**src/fes_pkg.sv**
```systemverilog
`timescale 1ns / 1ps
// ----------------------------------------------------------------------------
// fes_pkg: shared types and constants of the FLV tag to elementary stream block
// Store sizes, queue command format, configuration codes and FLV codes.
// ----------------------------------------------------------------------------
package fes_pkg;

    localparam int SPS_BYTES = 32;
    localparam int PPS_BYTES = 16;

    localparam int SPS_AW = $clog2(SPS_BYTES);
    localparam int PPS_AW = $clog2(PPS_BYTES);
    localparam int SPS_LW = $clog2(SPS_BYTES + 1);
    localparam int PPS_LW = $clog2(PPS_BYTES + 1);
    localparam int CNT_W0 = (SPS_AW > PPS_AW) ? SPS_AW : PPS_AW;
    localparam int CNT_W  = (CNT_W0 > 3) ? CNT_W0 : 3;

    localparam int QUEUE_DEPTH = 4;
    localparam int Q_AW        = $clog2(QUEUE_DEPTH);

    // Configuration register indexes.
    localparam logic [1:0] REG_PROFILE    = 2'd0;
    localparam logic [1:0] REG_RATE_INDEX = 2'd1;
    localparam logic [1:0] REG_CHANNELS   = 2'd2;

    // FLV codes.
    localparam logic [7:0] TAG_VIDEO = 8'h09;
    localparam logic [7:0] TAG_AUDIO = 8'h08;
    localparam logic [3:0] CODEC_AVC = 4'h7;
    localparam logic [3:0] SOUND_AAC = 4'ha;
    localparam logic [3:0] FRAME_KEY = 4'h1;

    typedef enum logic [2:0] {
        CMD_BYTE,
        CMD_START,
        CMD_SETS,
        CMD_ADTS,
        CMD_SPS_WR,
        CMD_PPS_WR,
        CMD_SPS_CLR,
        CMD_PPS_CLR
    } cmd_kind_t;

    // data holds a byte in [7:0] and a store address in [15:8], or the ADTS
    // frame length in [12:0].
    typedef struct packed {
        cmd_kind_t   kind;
        logic [15:0] data;
        logic        last;
        logic        audio;
        logic        key;
        logic        ovf;
    } cmd_t;

    typedef struct packed {
        logic [1:0] profile;
        logic [3:0] rate_index;
        logic [2:0] channels;
    } adts_cfg_t;

endpackage

```
**src/fes_if.sv**
```systemverilog
`timescale 1ns / 1ps
// ----------------------------------------------------------------------------
// fes_if: channel interfaces
// Tag byte input, elementary stream output and configuration write channel.
// ----------------------------------------------------------------------------
interface fes_tag_if;
    logic       valid;
    logic       ready;
    logic [7:0] tag_byte;
    logic       tag_last;
    modport source (output valid, output tag_byte, output tag_last, input ready);
    modport sink (input valid, input tag_byte, input tag_last, output ready);
endinterface

interface fes_es_if;
    logic       valid;
    logic       ready;
    logic [7:0] out_byte;
    logic       frame_last;
    logic       is_audio;
    logic       key_frame;
    logic       store_overflow;
    modport source (output valid, output out_byte, output frame_last, output is_audio,
                    output key_frame, output store_overflow, input ready);
    modport sink (input valid, input out_byte, input frame_last, input is_audio,
                  input key_frame, input store_overflow, output ready);
endinterface

interface fes_cfg_if;
    logic       valid;
    logic       ready;
    logic [1:0] index;
    logic [3:0] data;
    modport source (output valid, output index, output data, input ready);
    modport sink (input valid, input index, input data, output ready);
endinterface

```
**src/fes_front.sv**
```systemverilog
`timescale 1ns / 1ps
// ----------------------------------------------------------------------------
// fes_front: FLV tag parser
// Parses one tag byte per transaction and issues up to two commands to the queue.
// ----------------------------------------------------------------------------
module fes_front
    import fes_pkg::*;
(
    input  logic       clk,
    input  logic       rst_n,
    input  logic       in_valid,
    input  logic [7:0] in_byte,
    input  logic       in_last,
    output logic       in_ready,
    input  logic       room2,
    output logic       push_a,
    output cmd_t       cmd_a,
    output logic       push_b,
    output cmd_t       cmd_b
);

    typedef enum logic [3:0] {
        PH_HDR, PH_VCODEC, PH_VPTYPE, PH_VCTS, PH_VCFG, PH_VNSPS, PH_VSPSLEN,
        PH_VSPSDATA, PH_VNPPS, PH_VPPSLEN, PH_VPPSDATA, PH_VNLEN, PH_PAYLOAD,
        PH_ACODEC, PH_APTYPE, PH_SKIP
    } phase_t;

    phase_t            phase_reg, phase_next;
    logic [3:0]        bc_reg, bc_next;
    logic [7:0]        kind_reg, kind_next;
    logic [23:0]       body_reg, body_next;
    logic [7:0]        codec_reg, codec_next;
    logic [7:0]        pk_reg, pk_next;
    logic [31:0]       nalu_reg, nalu_next;
    logic [7:0]        sr_reg, sr_next;
    logic [15:0]       sl_reg, sl_next;
    logic [SPS_LW-1:0] sps_cnt_reg, sps_cnt_next;
    logic [PPS_LW-1:0] pps_cnt_reg, pps_cnt_next;
    logic              ovf_reg, ovf_next;

    logic        accept;
    logic        f_audio, f_key;
    logic [23:0] aac;
    logic [12:0] flen;

    assign in_ready = room2;
    assign accept   = in_valid && room2;

    always_comb
    begin
        cmd_t c0, c1;
        logic v0, v1;
        c0 = '0;
        c1 = '0;
        v0 = 1'b0;
        v1 = 1'b0;
        phase_next   = phase_reg;
        bc_next      = bc_reg;
        kind_next    = kind_reg;
        body_next    = body_reg;
        codec_next   = codec_reg;
        pk_next      = pk_reg;
        nalu_next    = nalu_reg;
        sr_next      = sr_reg;
        sl_next      = sl_reg;
        sps_cnt_next = sps_cnt_reg;
        pps_cnt_next = pps_cnt_reg;
        ovf_next     = ovf_reg;
        aac          = (body_reg >= 24'd2) ? body_reg - 24'd2 : 24'd0;
        flen         = aac[12:0] + 13'd7;
        if (accept)
        begin
            unique case (phase_reg)
                PH_HDR:
                begin
                    if (bc_reg == 4'd0)
                        kind_next = in_byte;
                    else if (bc_reg <= 4'd3)
                        body_next = {body_reg[15:0], in_byte};
                    bc_next = bc_reg + 4'd1;
                    if (bc_reg == 4'd10)
                    begin
                        bc_next = 4'd0;
                        phase_next = (kind_next == TAG_VIDEO) ? PH_VCODEC :
                                     (kind_next == TAG_AUDIO) ? PH_ACODEC : PH_SKIP;
                    end
                end
                PH_VCODEC:
                begin
                    codec_next = in_byte;
                    phase_next = (in_byte[3:0] == CODEC_AVC) ? PH_VPTYPE : PH_SKIP;
                end
                PH_VPTYPE:
                begin
                    pk_next = in_byte;
                    bc_next = 4'd0;
                    phase_next = PH_VCTS;
                end
                PH_VCTS:
                begin
                    bc_next = bc_reg + 4'd1;
                    if (bc_reg == 4'd2)
                    begin
                        bc_next = 4'd0;
                        nalu_next = '0;
                        if (codec_reg[7:4] == FRAME_KEY)
                            phase_next = (pk_reg == 8'd0) ? PH_VCFG :
                                         (pk_reg == 8'd1) ? PH_VNLEN : PH_SKIP;
                        else
                            phase_next = PH_VNLEN;
                    end
                end
                PH_VCFG:
                begin
                    bc_next = bc_reg + 4'd1;
                    if (bc_reg == 4'd4)
                        phase_next = PH_VNSPS;
                end
                PH_VNSPS:
                begin
                    sr_next = {3'b000, in_byte[4:0]};
                    sps_cnt_next = '0;
                    ovf_next = 1'b0;
                    bc_next = 4'd0;
                    v0 = 1'b1;
                    c0.kind = CMD_SPS_CLR;
                    phase_next = (in_byte[4:0] != 5'd0) ? PH_VSPSLEN : PH_VNPPS;
                end
                PH_VSPSLEN, PH_VPPSLEN:
                begin
                    sl_next = {sl_reg[7:0], in_byte};
                    bc_next = bc_reg + 4'd1;
                    if (bc_reg == 4'd1)
                    begin
                        if (sl_next != 16'd0)
                            phase_next = (phase_reg == PH_VSPSLEN) ? PH_VSPSDATA
                                                                   : PH_VPPSDATA;
                        else
                        begin
                            sr_next = sr_reg - 8'd1;
                            bc_next = 4'd0;
                            if (phase_reg == PH_VSPSLEN)
                                phase_next = (sr_next != 8'd0) ? PH_VSPSLEN : PH_VNPPS;
                            else if (sr_next != 8'd0)
                                phase_next = PH_VPPSLEN;
                            else
                            begin
                                v0 = 1'b1;
                                c0.kind = CMD_SETS;
                                c0.last = 1'b1;
                                phase_next = PH_SKIP;
                            end
                        end
                    end
                end
                PH_VSPSDATA:
                begin
                    if (sps_cnt_reg < SPS_LW'(SPS_BYTES))
                    begin
                        v0 = 1'b1;
                        c0.kind = CMD_SPS_WR;
                        c0.data = {8'(sps_cnt_reg), in_byte};
                        sps_cnt_next = sps_cnt_reg + 1'b1;
                    end
                    else
                        ovf_next = 1'b1;
                    sl_next = sl_reg - 16'd1;
                    if (sl_next == 16'd0)
                    begin
                        sr_next = sr_reg - 8'd1;
                        bc_next = 4'd0;
                        phase_next = (sr_next != 8'd0) ? PH_VSPSLEN : PH_VNPPS;
                    end
                end
                PH_VNPPS:
                begin
                    pps_cnt_next = '0;
                    bc_next = 4'd0;
                    v0 = 1'b1;
                    c0.kind = CMD_PPS_CLR;
                    if (in_byte != 8'd0)
                    begin
                        sr_next = in_byte;
                        phase_next = PH_VPPSLEN;
                    end
                    else
                    begin
                        sr_next = 8'd0;
                        v1 = 1'b1;
                        c1.kind = CMD_SETS;
                        c1.last = 1'b1;
                        phase_next = PH_SKIP;
                    end
                end
                PH_VPPSDATA:
                begin
                    if (pps_cnt_reg < PPS_LW'(PPS_BYTES))
                    begin
                        v0 = 1'b1;
                        c0.kind = CMD_PPS_WR;
                        c0.data = {8'(pps_cnt_reg), in_byte};
                        pps_cnt_next = pps_cnt_reg + 1'b1;
                    end
                    else
                        ovf_next = 1'b1;
                    sl_next = sl_reg - 16'd1;
                    if (sl_next == 16'd0)
                    begin
                        sr_next = sr_reg - 8'd1;
                        bc_next = 4'd0;
                        if (sr_next != 8'd0)
                            phase_next = PH_VPPSLEN;
                        else
                        begin
                            // The set commands go out behind any store write.
                            if (v0)
                            begin
                                v1 = 1'b1;
                                c1.kind = CMD_SETS;
                                c1.last = 1'b1;
                            end
                            else
                            begin
                                v0 = 1'b1;
                                c0.kind = CMD_SETS;
                                c0.last = 1'b1;
                            end
                            phase_next = PH_SKIP;
                        end
                    end
                end
                PH_VNLEN:
                begin
                    nalu_next = {nalu_reg[23:0], in_byte};
                    bc_next = bc_reg + 4'd1;
                    if (bc_reg == 4'd3)
                    begin
                        bc_next = 4'd0;
                        if (codec_reg[7:4] == FRAME_KEY)
                        begin
                            v0 = 1'b1;
                            c0.kind = CMD_SETS;
                            v1 = 1'b1;
                            c1.kind = CMD_START;
                            c1.last = (nalu_next == 32'd0) || in_last;
                        end
                        else
                        begin
                            v0 = 1'b1;
                            c0.kind = CMD_START;
                            c0.last = (nalu_next == 32'd0) || in_last;
                        end
                        phase_next = (nalu_next != 32'd0) ? PH_PAYLOAD : PH_SKIP;
                    end
                end
                PH_PAYLOAD:
                begin
                    nalu_next = nalu_reg - 32'd1;
                    v0 = 1'b1;
                    c0.kind = CMD_BYTE;
                    c0.data = {8'd0, in_byte};
                    c0.last = (nalu_next == 32'd0) || in_last;
                    if (nalu_next == 32'd0)
                        phase_next = PH_SKIP;
                end
                PH_ACODEC:
                begin
                    codec_next = in_byte;
                    phase_next = (in_byte[7:4] == SOUND_AAC) ? PH_APTYPE : PH_SKIP;
                end
                PH_APTYPE:
                begin
                    pk_next = in_byte;
                    v0 = 1'b1;
                    c0.kind = CMD_ADTS;
                    c0.data = {3'b000, flen};
                    c0.last = (aac == 24'd0) || in_last;
                    nalu_next = {8'd0, aac};
                    phase_next = (aac != 24'd0) ? PH_PAYLOAD : PH_SKIP;
                end
                PH_SKIP:
                begin
                    phase_next = PH_SKIP;
                end
                default:
                begin
                    phase_next = PH_SKIP;
                end
            endcase
            if (in_last)
            begin
                phase_next = PH_HDR;
                bc_next = 4'd0;
            end
        end
        // Frame flags are taken after this byte's state update.
        f_audio = (kind_next == TAG_AUDIO);
        f_key   = !f_audio && (codec_next[7:4] == FRAME_KEY);
        c0.audio = f_audio;
        c0.key   = f_key;
        c0.ovf   = ovf_next;
        c1.audio = f_audio;
        c1.key   = f_key;
        c1.ovf   = ovf_next;
        push_a = v0;
        push_b = v1;
        cmd_a  = c0;
        cmd_b  = c1;
    end

    always_ff @(posedge clk or negedge rst_n)
    begin
        if (!rst_n)
        begin
            phase_reg   <= PH_HDR;
            bc_reg      <= '0;
            kind_reg    <= '0;
            body_reg    <= '0;
            codec_reg   <= '0;
            pk_reg      <= '0;
            nalu_reg    <= '0;
            sr_reg      <= '0;
            sl_reg      <= '0;
            sps_cnt_reg <= '0;
            pps_cnt_reg <= '0;
            ovf_reg     <= 1'b0;
        end
        else
        begin
            phase_reg   <= phase_next;
            bc_reg      <= bc_next;
            kind_reg    <= kind_next;
            body_reg    <= body_next;
            codec_reg   <= codec_next;
            pk_reg      <= pk_next;
            nalu_reg    <= nalu_next;
            sr_reg      <= sr_next;
            sl_reg      <= sl_next;
            sps_cnt_reg <= sps_cnt_next;
            pps_cnt_reg <= pps_cnt_next;
            ovf_reg     <= ovf_next;
        end
    end

endmodule

```
**src/fes_queue.sv**
```systemverilog
`timescale 1ns / 1ps
// ----------------------------------------------------------------------------
// fes_queue: command queue
// Small queue taking up to two commands a cycle and giving one.
// ----------------------------------------------------------------------------
module fes_queue
    import fes_pkg::*;
(
    input  logic clk,
    input  logic rst_n,
    input  logic push_a,
    input  cmd_t cmd_a,
    input  logic push_b,
    input  cmd_t cmd_b,
    output logic room2,
    output logic head_valid,
    output cmd_t head,
    input  logic pop
);

    cmd_t            mem [QUEUE_DEPTH];
    logic [Q_AW-1:0] wr_reg, rd_reg;
    logic [Q_AW:0]   cnt_reg;
    logic [Q_AW-1:0] wr_b;
    logic            do_pop;

    assign wr_b       = wr_reg + 1'b1;
    assign room2      = (cnt_reg <= (Q_AW + 1)'(QUEUE_DEPTH - 2));
    assign head_valid = (cnt_reg != '0);
    assign head       = mem[rd_reg];
    assign do_pop     = pop && head_valid;

    always_ff @(posedge clk)
    begin
        if (push_a)
            mem[wr_reg] <= cmd_a;
        if (push_b)
            mem[wr_b] <= cmd_b;
    end

    always_ff @(posedge clk or negedge rst_n)
    begin
        if (!rst_n)
        begin
            wr_reg  <= '0;
            rd_reg  <= '0;
            cnt_reg <= '0;
        end
        else
        begin
            wr_reg  <= wr_reg + Q_AW'(push_a) + Q_AW'(push_b);
            rd_reg  <= rd_reg + Q_AW'(do_pop);
            cnt_reg <= cnt_reg + (Q_AW + 1)'(push_a) + (Q_AW + 1)'(push_b)
                       - (Q_AW + 1)'(do_pop);
        end
    end

endmodule

```
**src/fes_back.sv**
```systemverilog
`timescale 1ns / 1ps
// ----------------------------------------------------------------------------
// fes_back: frame builder
// Expands queued commands into output bytes and holds the parameter set stores.
// ----------------------------------------------------------------------------
module fes_back
    import fes_pkg::*;
(
    input  logic       clk,
    input  logic       rst_n,
    input  logic       head_valid,
    input  cmd_t       head,
    output logic       pop,
    input  adts_cfg_t  cfg,
    input  logic       out_ready,
    output logic       out_valid,
    output logic [7:0] out_byte,
    output logic       frame_last,
    output logic       is_audio,
    output logic       key_frame,
    output logic       store_overflow
);

    typedef enum logic [2:0] {
        ST_IDLE, ST_CODE, ST_HDR1, ST_SPS, ST_HDR2, ST_PPS, ST_ADTS
    } state_t;

    localparam int LCMP = CNT_W + 1;

    logic [7:0] sps_mem [SPS_BYTES];
    logic [7:0] pps_mem [PPS_BYTES];

    state_t            st_reg, st_next;
    cmd_t              cur_reg, cur_next;
    logic [CNT_W-1:0]  cnt_reg, cnt_next;
    logic [SPS_LW-1:0] sps_len_reg, sps_len_next;
    logic [PPS_LW-1:0] pps_len_reg, pps_len_next;
    logic              ov_reg, ov_next;
    logic [7:0]        ob_reg, ob_next;
    logic              ol_reg, ol_next;
    logic              oa_reg, oa_next;
    logic              ok_reg, ok_next;
    logic              oo_reg, oo_next;

    logic        can_emit;
    logic        emit;
    logic [7:0]  eb;
    logic        el;
    cmd_t        ef;
    logic [12:0] flen;
    logic        cnt3;
    logic        sps_end, pps_end;
    logic        sps_we, pps_we;

    assign can_emit = !ov_reg || out_ready;
    assign flen     = cur_reg.data[12:0];
    assign cnt3     = (cnt_reg == CNT_W'(3));
    assign sps_end  = (LCMP'(cnt_reg) + LCMP'(1) == LCMP'(sps_len_reg));
    assign pps_end  = (LCMP'(cnt_reg) + LCMP'(1) == LCMP'(pps_len_reg));
    assign sps_we   = (st_reg == ST_IDLE) && head_valid && (head.kind == CMD_SPS_WR);
    assign pps_we   = (st_reg == ST_IDLE) && head_valid && (head.kind == CMD_PPS_WR);

    always_comb
    begin
        st_next      = st_reg;
        cur_next     = cur_reg;
        cnt_next     = cnt_reg;
        sps_len_next = sps_len_reg;
        pps_len_next = pps_len_reg;
        pop          = 1'b0;
        emit         = 1'b0;
        eb           = 8'h00;
        el           = 1'b0;
        ef           = cur_reg;
        unique case (st_reg)
            ST_IDLE:
            begin
                if (head_valid)
                begin
                    ef = head;
                    unique case (head.kind)
                        CMD_BYTE:
                        begin
                            if (can_emit)
                            begin
                                emit = 1'b1;
                                eb   = head.data[7:0];
                                el   = head.last;
                                pop  = 1'b1;
                            end
                        end
                        CMD_START:
                        begin
                            pop = 1'b1; cur_next = head; cnt_next = '0; st_next = ST_CODE;
                        end
                        CMD_SETS:
                        begin
                            pop = 1'b1; cur_next = head; cnt_next = '0; st_next = ST_HDR1;
                        end
                        CMD_ADTS:
                        begin
                            pop = 1'b1; cur_next = head; cnt_next = '0; st_next = ST_ADTS;
                        end
                        CMD_SPS_WR:
                        begin
                            pop = 1'b1;
                            sps_len_next = SPS_LW'(head.data[15:8]) + 1'b1;
                        end
                        CMD_PPS_WR:
                        begin
                            pop = 1'b1;
                            pps_len_next = PPS_LW'(head.data[15:8]) + 1'b1;
                        end
                        CMD_SPS_CLR:
                        begin
                            pop = 1'b1; sps_len_next = '0;
                        end
                        CMD_PPS_CLR:
                        begin
                            pop = 1'b1; pps_len_next = '0;
                        end
                        default:
                        begin
                            pop = 1'b1;
                        end
                    endcase
                end
            end
            ST_CODE, ST_HDR1, ST_HDR2:
            begin
                if (can_emit)
                begin
                    emit = 1'b1;
                    eb   = cnt3 ? 8'h01 : 8'h00;
                    cnt_next = cnt_reg + 1'b1;
                    if (st_reg == ST_CODE)
                        el = cur_reg.last && cnt3;
                    else if (st_reg == ST_HDR2)
                        el = cur_reg.last && cnt3 && (pps_len_reg == '0);
                    if (cnt3)
                    begin
                        cnt_next = '0;
                        if (st_reg == ST_CODE)
                            st_next = ST_IDLE;
                        else if (st_reg == ST_HDR1)
                            st_next = (sps_len_reg != '0) ? ST_SPS : ST_HDR2;
                        else
                            st_next = (pps_len_reg != '0) ? ST_PPS : ST_IDLE;
                    end
                end
            end
            ST_SPS:
            begin
                if (can_emit)
                begin
                    emit = 1'b1;
                    eb   = sps_mem[cnt_reg[SPS_AW-1:0]];
                    cnt_next = cnt_reg + 1'b1;
                    if (sps_end)
                    begin
                        cnt_next = '0;
                        st_next = ST_HDR2;
                    end
                end
            end
            ST_PPS:
            begin
                if (can_emit)
                begin
                    emit = 1'b1;
                    eb   = pps_mem[cnt_reg[PPS_AW-1:0]];
                    el   = cur_reg.last && pps_end;
                    cnt_next = cnt_reg + 1'b1;
                    if (pps_end)
                    begin
                        cnt_next = '0;
                        st_next = ST_IDLE;
                    end
                end
            end
            ST_ADTS:
            begin
                if (can_emit)
                begin
                    emit = 1'b1;
                    case (cnt_reg)
                        CNT_W'(0): eb = 8'hff;
                        CNT_W'(1): eb = 8'hf1;
                        CNT_W'(2): eb = {cfg.profile, cfg.rate_index, 1'b0, cfg.channels[2]};
                        CNT_W'(3): eb = {cfg.channels[1:0], 4'b0000, flen[12:11]};
                        CNT_W'(4): eb = flen[10:3];
                        CNT_W'(5): eb = {flen[2:0], 5'h1f};
                        default:   eb = 8'hfc;
                    endcase
                    el = cur_reg.last && (cnt_reg == CNT_W'(6));
                    cnt_next = cnt_reg + 1'b1;
                    if (cnt_reg == CNT_W'(6))
                    begin
                        cnt_next = '0;
                        st_next = ST_IDLE;
                    end
                end
            end
            default:
            begin
                st_next = ST_IDLE;
            end
        endcase

        ov_next = emit ? 1'b1 : (out_ready ? 1'b0 : ov_reg);
        ob_next = emit ? eb : ob_reg;
        ol_next = emit ? el : ol_reg;
        oa_next = emit ? ef.audio : oa_reg;
        ok_next = emit ? ef.key : ok_reg;
        oo_next = emit ? ef.ovf : oo_reg;
    end

    always_ff @(posedge clk)
    begin
        if (sps_we)
            sps_mem[head.data[8 +: SPS_AW]] <= head.data[7:0];
        if (pps_we)
            pps_mem[head.data[8 +: PPS_AW]] <= head.data[7:0];
    end

    always_ff @(posedge clk or negedge rst_n)
    begin
        if (!rst_n)
        begin
            st_reg      <= ST_IDLE;
            cnt_reg     <= '0;
            sps_len_reg <= '0;
            pps_len_reg <= '0;
            ov_reg      <= 1'b0;
        end
        else
        begin
            st_reg      <= st_next;
            cnt_reg     <= cnt_next;
            sps_len_reg <= sps_len_next;
            pps_len_reg <= pps_len_next;
            ov_reg      <= ov_next;
        end
    end

    always_ff @(posedge clk)
    begin
        cur_reg <= cur_next;
        ob_reg  <= ob_next;
        ol_reg  <= ol_next;
        oa_reg  <= oa_next;
        ok_reg  <= ok_next;
        oo_reg  <= oo_next;
    end

    assign out_valid      = ov_reg;
    assign out_byte       = ob_reg;
    assign frame_last     = ol_reg;
    assign is_audio       = oa_reg;
    assign key_frame      = ok_reg;
    assign store_overflow = oo_reg;

    // The store readers are only entered with a nonempty store.
    a_sps_nonempty: assert property (@(posedge clk) disable iff (!rst_n)
        st_reg == ST_SPS |-> sps_len_reg != '0)
        else $error("SPS readout with empty store");
    a_pps_nonempty: assert property (@(posedge clk) disable iff (!rst_n)
        st_reg == ST_PPS |-> pps_len_reg != '0)
        else $error("PPS readout with empty store");
    a_sps_bound: assert property (@(posedge clk) disable iff (!rst_n)
        sps_len_reg <= SPS_LW'(SPS_BYTES))
        else $error("SPS length beyond store");
    a_pop_valid: assert property (@(posedge clk) disable iff (!rst_n)
        pop |-> head_valid)
        else $error("queue popped while empty");

endmodule

```
**src/flv_tag_to_elementary_stream.sv**
```systemverilog
`timescale 1ns / 1ps
// ----------------------------------------------------------------------------
// flv_tag_to_elementary_stream: FLV tags to Annex-B video and ADTS audio
// Parses FLV tags byte by byte and emits H.264 Annex-B or AAC ADTS frames.
// ----------------------------------------------------------------------------
//
//  Channel   Direction  Transaction
//  tag_in    in         one FLV tag byte, tag_last on the final byte of a tag
//  es_out    out        one frame byte with frame_last, is_audio, key_frame,
//                       store_overflow
//  cfg       in         write of ADTS profile, rate index or channel register
//
// The parser takes one tag byte per cycle whenever the command queue has room
// for two entries. The frame builder emits one output byte per cycle while the
// output is not stalled, but fetches a start code, SPS/PPS replay or ADTS
// header command first; a long keyframe header stalls the input once fewer
// than two of the four queue entries are free.
// Reset is asynchronous and active low; the stores hold no valid state and
// are only read below their recorded lengths. Output stalls are absorbed by
// the output register and then the queue; configuration writes are always taken.
module flv_tag_to_elementary_stream
    import fes_pkg::*;
(
    input logic        clk,
    input logic        rst_n,
    fes_tag_if.sink    tag_in,
    fes_es_if.source   es_out,
    fes_cfg_if.sink    cfg
);

    adts_cfg_t cfg_reg;

    logic room2, push_a, push_b, head_valid, pop;
    cmd_t cmd_a, cmd_b, head;

    assign cfg.ready = 1'b1;

    // Register writes; an index beyond the list is ignored.
    always_ff @(posedge clk or negedge rst_n)
    begin
        if (!rst_n)
        begin
            cfg_reg.profile    <= 2'd1;
            cfg_reg.rate_index <= 4'd3;
            cfg_reg.channels   <= 3'd2;
        end
        else if (cfg.valid)
        begin
            case (cfg.index)
                REG_PROFILE:    cfg_reg.profile    <= cfg.data[1:0];
                REG_RATE_INDEX: cfg_reg.rate_index <= cfg.data;
                REG_CHANNELS:   cfg_reg.channels   <= cfg.data[2:0];
                default:        cfg_reg <= cfg_reg;
            endcase
        end
    end

    // Front end: tag parser, which also owns the overflow flag.
    fes_front u_front (
        .clk      (clk),
        .rst_n    (rst_n),
        .in_valid (tag_in.valid),
        .in_byte  (tag_in.tag_byte),
        .in_last  (tag_in.tag_last),
        .in_ready (tag_in.ready),
        .room2    (room2),
        .push_a   (push_a),
        .cmd_a    (cmd_a),
        .push_b   (push_b),
        .cmd_b    (cmd_b)
    );

    // Store writes travel through the queue, so a replay never sees a later
    // sequence header.
    fes_queue u_queue (
        .clk        (clk),
        .rst_n      (rst_n),
        .push_a     (push_a),
        .cmd_a      (cmd_a),
        .push_b     (push_b),
        .cmd_b      (cmd_b),
        .room2      (room2),
        .head_valid (head_valid),
        .head       (head),
        .pop        (pop)
    );

    // Back end: frame builder with the SPS and PPS stores.
    fes_back u_back (
        .clk            (clk),
        .rst_n          (rst_n),
        .head_valid     (head_valid),
        .head           (head),
        .pop            (pop),
        .cfg            (cfg_reg),
        .out_ready      (es_out.ready),
        .out_valid      (es_out.valid),
        .out_byte       (es_out.out_byte),
        .frame_last     (es_out.frame_last),
        .is_audio       (es_out.is_audio),
        .key_frame      (es_out.key_frame),
        .store_overflow (es_out.store_overflow)
    );

endmodule

```
**src/flat_wrapper.sv**
```systemverilog
// flat-port wrapper written by rule: the top's interface ports become plain ports
module flv_tag_to_elementary_stream_flat import fes_pkg::*;
  (clk, rst_n, tag_in_valid, tag_in_tag_byte, tag_in_tag_last, tag_in_ready, es_out_valid, es_out_out_byte, es_out_frame_last, es_out_is_audio, es_out_key_frame, es_out_store_overflow, es_out_ready, cfg_valid, cfg_index, cfg_data, cfg_ready);
  fes_tag_if tag_in_i ();
  fes_es_if es_out_i ();
  fes_cfg_if cfg_i ();
  input logic clk;
  input logic rst_n;
  input wire logic [$bits(tag_in_i.valid)-1:0] tag_in_valid;
  input wire logic [$bits(tag_in_i.tag_byte)-1:0] tag_in_tag_byte;
  input wire logic [$bits(tag_in_i.tag_last)-1:0] tag_in_tag_last;
  output wire logic [$bits(tag_in_i.ready)-1:0] tag_in_ready;
  output wire logic [$bits(es_out_i.valid)-1:0] es_out_valid;
  output wire logic [$bits(es_out_i.out_byte)-1:0] es_out_out_byte;
  output wire logic [$bits(es_out_i.frame_last)-1:0] es_out_frame_last;
  output wire logic [$bits(es_out_i.is_audio)-1:0] es_out_is_audio;
  output wire logic [$bits(es_out_i.key_frame)-1:0] es_out_key_frame;
  output wire logic [$bits(es_out_i.store_overflow)-1:0] es_out_store_overflow;
  input wire logic [$bits(es_out_i.ready)-1:0] es_out_ready;
  input wire logic [$bits(cfg_i.valid)-1:0] cfg_valid;
  input wire logic [$bits(cfg_i.index)-1:0] cfg_index;
  input wire logic [$bits(cfg_i.data)-1:0] cfg_data;
  output wire logic [$bits(cfg_i.ready)-1:0] cfg_ready;
  assign tag_in_i.valid = tag_in_valid;
  assign tag_in_i.tag_byte = tag_in_tag_byte;
  assign tag_in_i.tag_last = tag_in_tag_last;
  assign tag_in_ready = tag_in_i.ready;
  assign es_out_valid = es_out_i.valid;
  assign es_out_out_byte = es_out_i.out_byte;
  assign es_out_frame_last = es_out_i.frame_last;
  assign es_out_is_audio = es_out_i.is_audio;
  assign es_out_key_frame = es_out_i.key_frame;
  assign es_out_store_overflow = es_out_i.store_overflow;
  assign es_out_i.ready = es_out_ready;
  assign cfg_i.valid = cfg_valid;
  assign cfg_i.index = cfg_index;
  assign cfg_i.data = cfg_data;
  assign cfg_ready = cfg_i.ready;
  flv_tag_to_elementary_stream u_core (.clk(clk), .rst_n(rst_n), .tag_in(tag_in_i), .es_out(es_out_i), .cfg(cfg_i));
endmodule
```
**config.mk**
```make
export PLATFORM = sky130hd
export DESIGN_NAME = flv_tag_to_elementary_stream_flat
export DESIGN_NICKNAME = d
export VERILOG_FILES = /design/src/fes_pkg.sv /design/src/fes_if.sv /design/src/fes_front.sv /design/src/fes_queue.sv /design/src/fes_back.sv /design/src/flv_tag_to_elementary_stream.sv /design/src/flat_wrapper.sv
export SDC_FILE = /design/constraint.sdc
export NUM_CORES = 1
export LEC_CHECK = 0
export ABC_AREA = 1
export BUFFER_PORTS_ARGS = -buffer_cell sky130_fd_sc_hd__buf_2
export CAP_MARGIN = 0
export CORE_MARGIN = 10
export CORE_UTILIZATION = 50
export DETAILED_ROUTE_END_ITERATION = 10
export PLACE_DENSITY_LB_ADDON = 0.2
export SYNTH_ARGS = -nofsm -noshare
export SYNTH_HDL_FRONTEND = slang
export SYNTH_SLANG_ARGS = --single-unit
```
**constraint.sdc**
```tcl
create_clock -name clk -period 4.83 [get_ports clk]
set_clock_uncertainty 0.15 [all_clocks]
set_input_delay 0.483 -clock clk [delete_from_list [all_inputs] [get_ports clk]]
set_output_delay 0.483 -clock clk [all_outputs]
set_load 0.1 [all_outputs]
```
==> run summary, run 1 <==
The internal power of the cells totals 0.0128 W. The signal on the critical path passes through buf_4 > nor2_1 > nor2_1 > o21ai_0 > and2_1 > nor2_1 > inv_1 > nor2_1 > inv_1 > nor2_2 > nand2_1 > nor2_1. The fraction of synthesis flops using an asynchronous set or reset pin is 0.240. The path type of the worst min-delay path is in2reg. The worst register-to-register path has a setup slack of slightly below 1 ns.

The signal arrival time at the worst endpoint is between 3 and 4 ns. The clock tree from TritonCTS is built. In the synthesized netlist, the number of instances is roughly 3600.

The count of fill cells added during filler insertion came out at ~5700. The cell area after technology mapping came out at between 30000 and 40000 sq um. The cell count of the worst reg-to-reg path came out at 12. The average vias per placed instance is roughly 5.7. CTS built an H-tree with a depth of 3. After clock tree synthesis, the setup repair step added 0 buffers. The run finished with clean final reports.

The number of search-and-repair iterations in the first detailed-routing pass is 6. The reg-to-reg critical path endpoint is u_core.u_back.sps_mem[28][4]$_DFFE_PP_. No sink is reached through more buffers than the 3 on the longest clock path.

In the routed design, unresolved DRC markers number 0. The final layout net count is 3709. The die is ~270 um tall. For the worst-skew pair, the clock arrives at the later sink with an insertion delay of 0.62 ns. The startpoint of the lowest-slack register-to-register path is u_core.u_queue.rd_reg[0]$_DFF_PN0_.

The cell that appears most often on the critical path is sky130_fd_sc_hd__nor2_1. The die covers 74600 sq um. The share of power burned in combinational logic came out at 0.395. The final antenna diode count is 0.

The final count of negative-setup-slack endpoints is 0. The number of core rows came out at 92. In this run the worst setup path terminates at u_core.u_back.sps_mem[28][4]$_DFFE_PP_. The remaining max-slew budget at the tightest pin is 0.304. The data required time at the worst endpoint is between 4 and 5 ns. The number of nets in the synthesized netlist came out at approximately 3700.

The type of the worst setup path is reg2reg. Setup repair after global routing left no endpoint under its margin. The layout cell share with drive strength beyond 1 is 0.0768. The routability-driven placement congestion ratio is 0.954. The initial cell density of the core is 0.506. The clock root buffer is sky130_fd_sc_hd__clkbuf_16. Of the total power, registers draw 0.363. The library cell used most frequently in the layout, excluding fill and tap cells, is sky130_fd_sc_hd__nand2_1. The x dimension of the die came out at between 200 and 300 um.

The largest single stage delay on the critical path is roughly 0.73 ns. The most critical setup path has its startpoint at u_core.u_queue.rd_reg[0]$_DFF_PN0_. The number of synthesized flops with an enable pin is between 400 and 500. The worst setup path is captured at a flip-flop. In this run the power spent charging and discharging nets is ~0.0095 W. Summed over all layers, the routed wires come to just over 90000 um. The number of antenna violations at the first check in global routing is 0.

The count of nets left with antenna violations once routing finished came out at 0. Along the worst path, the maximum fanout reaches between 40 and 50. The total leakage power is 14.2 nW. On the critical path, the stage with the largest delay is an instance of sky130_fd_sc_hd__nor2_1. Once the clock tree was built, the resizer swapped 0 gates to a different size. The total negative slack came out at 0 ns. The met3 layer usage reported by global route came out at 0.0400.

The core outline area came out at approximately 63000 sq um. The register with the most flip-flops in the layout has 256 of them. For met2 alone, demand over resource in global routing was 0.396.

The hold buffer count at cts came out at 5. The global-route wire length before repair is 142000 um. For this run, global-route usage on met1 was measured as 0.321.

The maximum ir drop on the vdd rail is 0.000349 V. Entering global routing, the biggest net connects roughly 150 pins. After the first detailed-routing iteration, the DRC count stood at about 3000.

Global routing finished with a remaining overflow of 0. The number of global-route vias before repair came out at between 20000 and 25000. The slew at the pin closest to its max-slew limit came out at roughly 1.0 ns. The share of the core filled with cells is 0.561. The HPWL reported at the end of detailed placement came out at roughly 62000 um. In this run the count of I/O pins placed on the die edge is 35. The clock net in this run drives a total of about 650 sinks. Across the run, the number of max-cap violations was 0.

Of the total power, the share spent switching nets is 0.427. The max-slew violation count came out at 0. In the layout the commonest cells are sky130_fd_sc_hd__nand2_1 (814), sky130_fd_sc_hd__nor2_1 (544), sky130_fd_sc_hd__edfxtp_1 (437), sky130_fd_sc_hd__o21ai_0 (412), sky130_fd_sc_hd__inv_1 (310). In the synthesized netlist the dominant register cell turns out to be sky130_fd_sc_hd__edfxtp_1. The growth of design area from synthesis to finish is 10.9%.

Subtracting the final worst setup slack from the clock period gives around 3.8 ns. The clock transition at the register clock pins on the worst setup and hold paths after CTS came out at 0.06 ns. Port buffering added 33 buffers.

In this run, synthesis produced a sequential element count of 649. The overall via count from detail_route is between 20000 and 30000. The final hold slack came out at around 0.06 ns.

The final hold violation count came to 0. The post-route fraction of the period consumed by the critical path is 0.794. A synthesized cell averages slightly below 9 sq um. The clock power share is 0.242. Static timing analysis puts the maximum clock frequency at 261 MHz. Dividing total power by cell area gives a power density of roughly 630 nW/um^2. For this run, the register share of the synthesized area comes to 0.567. The total track usage is 0.242. The Yosys step of the flow raised 0 warnings. TritonCTS created 72 clock buffers. The category of the worst setup path launch point is a flip-flop. The number of distinct standard cells referenced by the synthesized netlist is 57.

The wire length per cell after detailed routing came out at 20.2 um. After global routing, the most crowded layer is met2.
==> synth_stat cells (5+ instances only) <==
| cell type | number | area [sq um] |
|---|---|---|
| sky130_fd_sc_hd__nand2_1 | 814 | 3060 |
| sky130_fd_sc_hd__a221oi_1 | 8 | 70.1 |
| sky130_fd_sc_hd__buf_6 | 5 | 56.3 |
| sky130_fd_sc_hd__nor2_1 | 544 | 2040 |
| sky130_fd_sc_hd__nor2_2 | 17 | 106 |
| sky130_fd_sc_hd__dfrtp_1 | 152 | 3800 |
| sky130_fd_sc_hd__edfxtp_1 | 437 | 13100 |
| sky130_fd_sc_hd__a22oi_1 | 17 | 128 |
| sky130_fd_sc_hd__a31oi_1 | 15 | 93.8 |
| sky130_fd_sc_hd__nand3_2 | 12 | 120 |
| sky130_fd_sc_hd__o221ai_1 | 30 | 263 |
| sky130_fd_sc_hd__o21ai_1 | 21 | 105 |
| sky130_fd_sc_hd__xor2_1 | 20 | 175 |
| sky130_fd_sc_hd__xnor2_1 | 5 | 43.8 |
| sky130_fd_sc_hd__clkbuf_1 | 105 | 394 |
| sky130_fd_sc_hd__ha_1 | 29 | 363 |
| sky130_fd_sc_hd__nand2_2 | 5 | 31.3 |
| sky130_fd_sc_hd__o211ai_1 | 31 | 233 |
| sky130_fd_sc_hd__inv_1 | 311 | 1170 |
| sky130_fd_sc_hd__nand3b_1 | 6 | 45.0 |
| sky130_fd_sc_hd__inv_2 | 21 | 78.8 |
| sky130_fd_sc_hd__o22ai_1 | 104 | 651 |
| sky130_fd_sc_hd__buf_2 | 28 | 140 |
| sky130_fd_sc_hd__o21ai_0 | 412 | 2060 |
| sky130_fd_sc_hd__nor3_1 | 24 | 120 |
| sky130_fd_sc_hd__clkinv_1 | 7 | 26.3 |
| sky130_fd_sc_hd__buf_1 | 7 | 26.3 |
| sky130_fd_sc_hd__dfxtp_1 | 56 | 1120 |
| sky130_fd_sc_hd__a21oi_1 | 82 | 410 |
| sky130_fd_sc_hd__nand3_1 | 201 | 1010 |
| sky130_fd_sc_hd__o21a_1 | 5 | 37.5 |
| sky130_fd_sc_hd__nor2_4 | 11 | 124 |
| sky130_fd_sc_hd__nand4_1 | 40 | 250 |
==> critical path, delay by kind of cell, from the launching register on <==
kind                   cells  cell delay [ns]
AO/OA/AOI/OAI              1             0.07
buffers and inverters      3             0.66
flip-flops                 1             0.35
AND/OR/NAND/NOR            8             2.22
==> worst min-delay path by stage <==
stage,from,endpoint,slack (ns),cells past startpoint
5_1_grt,cfg_valid,u_core.cfg_reg[7]$_DFFE_PN1P_,0.09,3
3_5_place_dp,u_core.u_queue.mem[2][14]$_SDFFE_PP0N_,u_core.u_queue.mem[2][14]$_SDFFE_PP0N_,0.31,2
6_report,cfg_valid,u_core.cfg_reg[7]$_DFFE_PN1P_,0.06,3
4_1_cts,cfg_valid,u_core.cfg_reg[7]$_DFFE_PN1P_,0.03,3
2_1_floorplan,rst_n,u_core.cfg_reg[0]$_DFFE_PN0P_,0.04,0
3_3_place_gp,u_core.u_queue.mem[2][14]$_SDFFE_PP0N_,u_core.u_queue.mem[2][14]$_SDFFE_PP0N_,0.30,2
==> routing by layer <==
metal,vias to the layer above,part of all wire
met4,0,0.032
li1,12443,-
met2,1098,0.47
met1,12488,0.42
met5,-,0
met3,161,0.078
==> logic make-up after synthesis <==
kind of cell,count (synthesis),synth area share
adders and majority gates,32,0.0132
AOI/OAI and AO/OA,751,0.133
other,1,0.000117
xor gates and xnor gates,25,0.00683
and+or+nand+nor,1694,0.220
buffers and inverters,485,0.0592
muxes,2,0.000703
DFF,649,0.567
==> metrics by stage <==
step	setup slack, ns	std cells	area [sq um]	power, W
floorplan	1.18	3639	32000	0.0139
global placement	1.10	4424	33200	0.0168
detailed placement	1.09	4424	33200	0.0169
CTS	1.08	4556	35500	0.0223
global route	0.708	4556	35500	0.0236
finish	0.994	4556	35500	0.0223
==> final cells by class <==
type	count	area, sq um	share of cell area
Inverter	339	1280	0.0359
Tap cell	846	1060	0.0298
Multi-Input combinational cell	2505	12100	0.340
Sequential cell	649	18200	0.511
Clock inverter	26	253	0.00711
Timing Repair Buffer	90	649	0.0183
Clock buffer	101	2040	0.0575
==> power groups by stage <==
stage | sequential [W] | combinational [W] | clock (W)
6_report | 0.00809 | 0.00879 | 0.00539
5_1_grt | 0.00819 | 0.00970 | 0.00570
4_1_cts | 0.00807 | 0.00872 | 0.00547
3_5_place_dp | 0.00818 | 0.00869 | 0
3_3_place_gp | 0.00818 | 0.00863 | 0
2_1_floorplan | 0.00835 | 0.00555 | 0
Note: power is estimated with default switching activity, not from simulation.
==> inputs of run 2 (changes only) <==
==> constraint.sdc (replaced) <==
create_clock -name clk -period 3.9 [get_ports clk]
set_clock_uncertainty 0.15 [all_clocks]
set_input_delay 0.39 -clock clk [delete_from_list [all_inputs] [get_ports clk]]
set_output_delay 0.39 -clock clk [all_outputs]
set_load 0.1 [all_outputs]
==> run summary, run 2 (synthesis gave the netlist of run 1 again) <==
The die outline area came out at 74600 sq um (unchanged). For this design, the slowest cell found on the critical path is sky130_fd_sc_hd__dfrtp_1. The startpoint of the lowest-slack register-to-register path is u_core.u_front.sr_reg[0]$_DFFE_PN0P_. The net switching power figure was 0.0115 W (+21%). The clock power share was 0.237 (-0.005). The core outline area came to 63300 sq um (unchanged).

The total track usage is 0.241 (-0.00128). The iteration-0 DRC count of the detailed router came to 2494 (-19%). The wire length per cell after detailed routing is 19.7 um (-2.8%). The slew at the pin closest to its max-slew limit came out at 1.00 ns (-0.0370 ns).

The final hold violation count was 0 (unchanged). The register-to-register setup slack came to 0.28 ns (-0.72 ns). The overall routed net length came out at 91000 um (-1.3%).

The shortest clock period the worst path allows after layout was 3.62 ns (-0.212 ns). The number of clock sinks came out at 649 (unchanged). The largest buffer count on any clock path is 3 (unchanged). The number of search-and-repair iterations in the first detailed-routing pass is 6 (unchanged). The final antenna-violating net count came out at 0 (unchanged).

The layout cell share with drive strength beyond 1 was 0.0908 (+0.0139). The max capacitance violation total is 0 (unchanged). The tree is rooted in a sky130_fd_sc_hd__clkbuf_16.

The data required time at the worst endpoint came to 4.26 ns (-0.66 ns). The post-route fraction of the period consumed by the critical path was 0.929 (+0.135). The total internal power came out at 0.0157 W (+23%). The average vias per placed instance is 5.65 (-1.7%).

The maximum ir drop on the vdd rail is 0.000425 V (+22%). The global route total overflow came to 0 (unchanged). The global-route wire length before repair came out at 143000 um (+0.23%). The library cells used most frequently in the layout, excluding fill and tap cells, are sky130_fd_sc_hd__nand2_1 (814), sky130_fd_sc_hd__nor2_1 (543), sky130_fd_sc_hd__edfxtp_1 (437), sky130_fd_sc_hd__o21ai_0 (412), sky130_fd_sc_hd__inv_1 (310). The sum of buffers and inverters on the critical path came out at 4 (+1). The insertion delay of the later-clocked pin in the worst-skew pair was 0.62 ns (about the same). The initial cell density of the core came out at 0.506 (unchanged). The remaining max-slew budget at the tightest pin is 0.326 (+0.0222).

The vertical die dimension came to 273 um (unchanged). The final layout net count is 3775 (+1.8%). The total power draw is 0.0273 W (+22%). The HPWL reported at the end of detailed placement was 61100 um (-0.73%).

The final hold slack is 0.0241 ns (-0.0371 ns). The I/O pin count came out at 35 (unchanged). The total clock buffers created by CTS came out at 71 (-1.4%).

The number of post-CTS setup repair buffers came to 0 (unchanged). The number of input and output port buffers inserted came to 33 (unchanged). The stage delay of the slowest cell on the critical path is 0.41 ns (-0.32 ns). The part of the total power dissipated in sequential elements came out at 0.367 (+0.004).

The critical path goes through inv_2 > ha_4 > nand2_1 > nand2_1 > nand2_1 > inv_1 > nand2_1 > nor2_1 > nand3_1 > inv_1 > ha_1 > nand2_1 > nor3_4 > nor3_2 > nand2_4 > nand2_1 > ha_1 > inv_1 > fa_1 > fa_1 > xnor2_1. The number of global-route vias before repair came out at 25416 (+2.6%). The final count of negative-setup-slack endpoints is 0 (unchanged). The largest fanout on the critical path is 5 (-89%). The beginning of the worst hold path is cfg_index[1]. The fmax was 276 MHz (+5.9%). The total leakage power came out at 14.6 nW (+2.3%). The pin count of the biggest net entering global routing is 117 (-19%). The signal arrival time at the worst endpoint is 3.98 ns (+0.06 ns). The run finished with clean final reports. The min-delay analysis places its worst path in the category in2reg. The flip-flop count of the largest register, all copies and words added is 256 (unchanged).

The x dimension of the die is 273 um (unchanged). The worst setup path is launched from a flip-flop. The cell that appears most often on the critical path is sky130_fd_sc_hd__nand2_1.

The number of design rule violations left after detail routing came out at 0 (unchanged). The final antenna diode count was 0 (unchanged). The gate family responsible for the most delay along the worst path is adder cells.

The critical path in this run is classified as reg2reg. The routability-driven placement congestion ratio came out at 0.952 (-0.22%). The growth of design area from synthesis to finish is 12.5%. The startpoint of the worst setup timing path is u_core.u_front.sr_reg[0]$_DFFE_PN0P_. The number of core rows is 92 (unchanged). Leaving out fill and tap cells, the most frequent cell in the layout is sky130_fd_sc_hd__nand2_1. The overall via count from detail_route is 26140 (-0.19%). The number of antenna violations at the first check in global routing is 0 (unchanged). The max-slew violation count came out at 0 (unchanged). TritonCTS built the clock tree.

The switching share of power came out at 0.422 (-0.00408). STA classifies the critical path endpoint as a flip-flop. The clock transition at the register clock pins on the worst setup and hold paths after CTS came out at 0.06 ns (about the same). The share of power burned in combinational logic came out at 0.396 (about the same).

The number of levels the H-tree was split into came out at 3 (unchanged). The cell area power density is 756 nW/um^2 (+21%).
==> run 2: changes by cell type in the layout (fill, tap and decap cells not counted), moves of 3 or more <==
| cell | delta |
|---|---|
| sky130_fd_sc_hd__buf_4 | +59 |
| sky130_fd_sc_hd__buf_12 | +4 |
| sky130_fd_sc_hd__clkbuf_8 | -4 |
| sky130_fd_sc_hd__clkbuf_16 | -3 |
| sky130_fd_sc_hd__dlygate4sd3_1 | +4 |
| sky130_fd_sc_hd__clkinv_1 | +9 |
==> run 2: stage by stage <==
step	std cells	area [sq um]	setup TNS (ns)	util	setup slack (ns)
floorplan	3639	32000	0	-	0.246
global placement	4487	33700	0	0.533	0.269
detailed placement	4487	33700	0	0.533	0.230
CTS	4625	36000	0	0.569	0.213
global route	4625	36000	-0.0170	0.569	-0.0170
finish	4625	36000	0	0.569	0.276
==> run 2: timing repair <==
action / in CTS / in global routing
gates resized for setup: 0 / 4
endpoints found under the setup margin: 0 / 2
endpoints found under the hold margin: 79 / 0
hold buffers: 9 / 0
==> run 2: layout make-up <==
type	instances	area, sq um
clock buffer	94	1910
clock inverter	35	299
sequential	649	18200
fill	5685	27300
tap	846	1060
inverter	339	1280
multi-input combinational	2505	12100
timing repair buffer	157	1210
==> run 2: layer usage <==
layer / up-vias / GRT usage / share of wire
li1: 12575 / - / -
met1: 12381 / 0.312 / 0.42
met2: 971 / 0.403 / 0.48
met3: 213 / 0.0362 / 0.065
met4: 0 / 0.0919 / 0.037
met5: - / 0 / 0
==> run 2: power by group through the flow <==
stage	combinational (W)	sequential (W)	clock, W
after global routing	0.0120	0.0101	0.00684
after floorplan	0.00687	0.0103	0
after detailed placement	0.0106	0.0101	0
after CTS	0.0107	0.00997	0.00657
after global placement	0.0106	0.0101	0
final	0.0108	0.0100	0.00646
==> run 2: path summary, 6_finish.rpt <==
check                                                              end  depth (start not counted)
worst max-delay path               u_core.u_queue.cnt_reg[2]$_DFF_PN0_                         21
worst min-delay path                     u_core.cfg_reg[1]$_DFFE_PN1P_                          3
worst max register to register     u_core.u_queue.cnt_reg[2]$_DFF_PN0_                         21
worst min register to register  u_core.u_queue.mem[2][13]$_SDFFE_PP0N_                          2
max in group asynchronous         u_core.u_back.cnt_reg[1]$_DFFE_PN0P_                          3
min in group asynchronous        u_core.u_front.sl_reg[14]$_DFFE_PN0P_                          2
==> run 2: worst register-to-register path, cell delays in order (launching register included) <==
cell and delay [ns]:
sky130_fd_sc_hd__dfrtp_1 0.41, sky130_fd_sc_hd__inv_2 0.14, sky130_fd_sc_hd__ha_4 0.18, sky130_fd_sc_hd__nand2_1 0.06, sky130_fd_sc_hd__nand2_1 0.06, sky130_fd_sc_hd__nand2_1 0.05, sky130_fd_sc_hd__inv_1 0.07, sky130_fd_sc_hd__nand2_1 0.05
sky130_fd_sc_hd__nor2_1 0.10, sky130_fd_sc_hd__nand3_1 0.10, sky130_fd_sc_hd__inv_1 0.11, sky130_fd_sc_hd__ha_1 0.15, sky130_fd_sc_hd__nand2_1 0.08, sky130_fd_sc_hd__nor3_4 0.20, sky130_fd_sc_hd__nor3_2 0.08, sky130_fd_sc_hd__nand2_4 0.13
sky130_fd_sc_hd__nand2_1 0.10, sky130_fd_sc_hd__ha_1 0.29, sky130_fd_sc_hd__inv_1 0.05, sky130_fd_sc_hd__fa_1 0.41, sky130_fd_sc_hd__fa_1 0.41, sky130_fd_sc_hd__xnor2_1 0.13
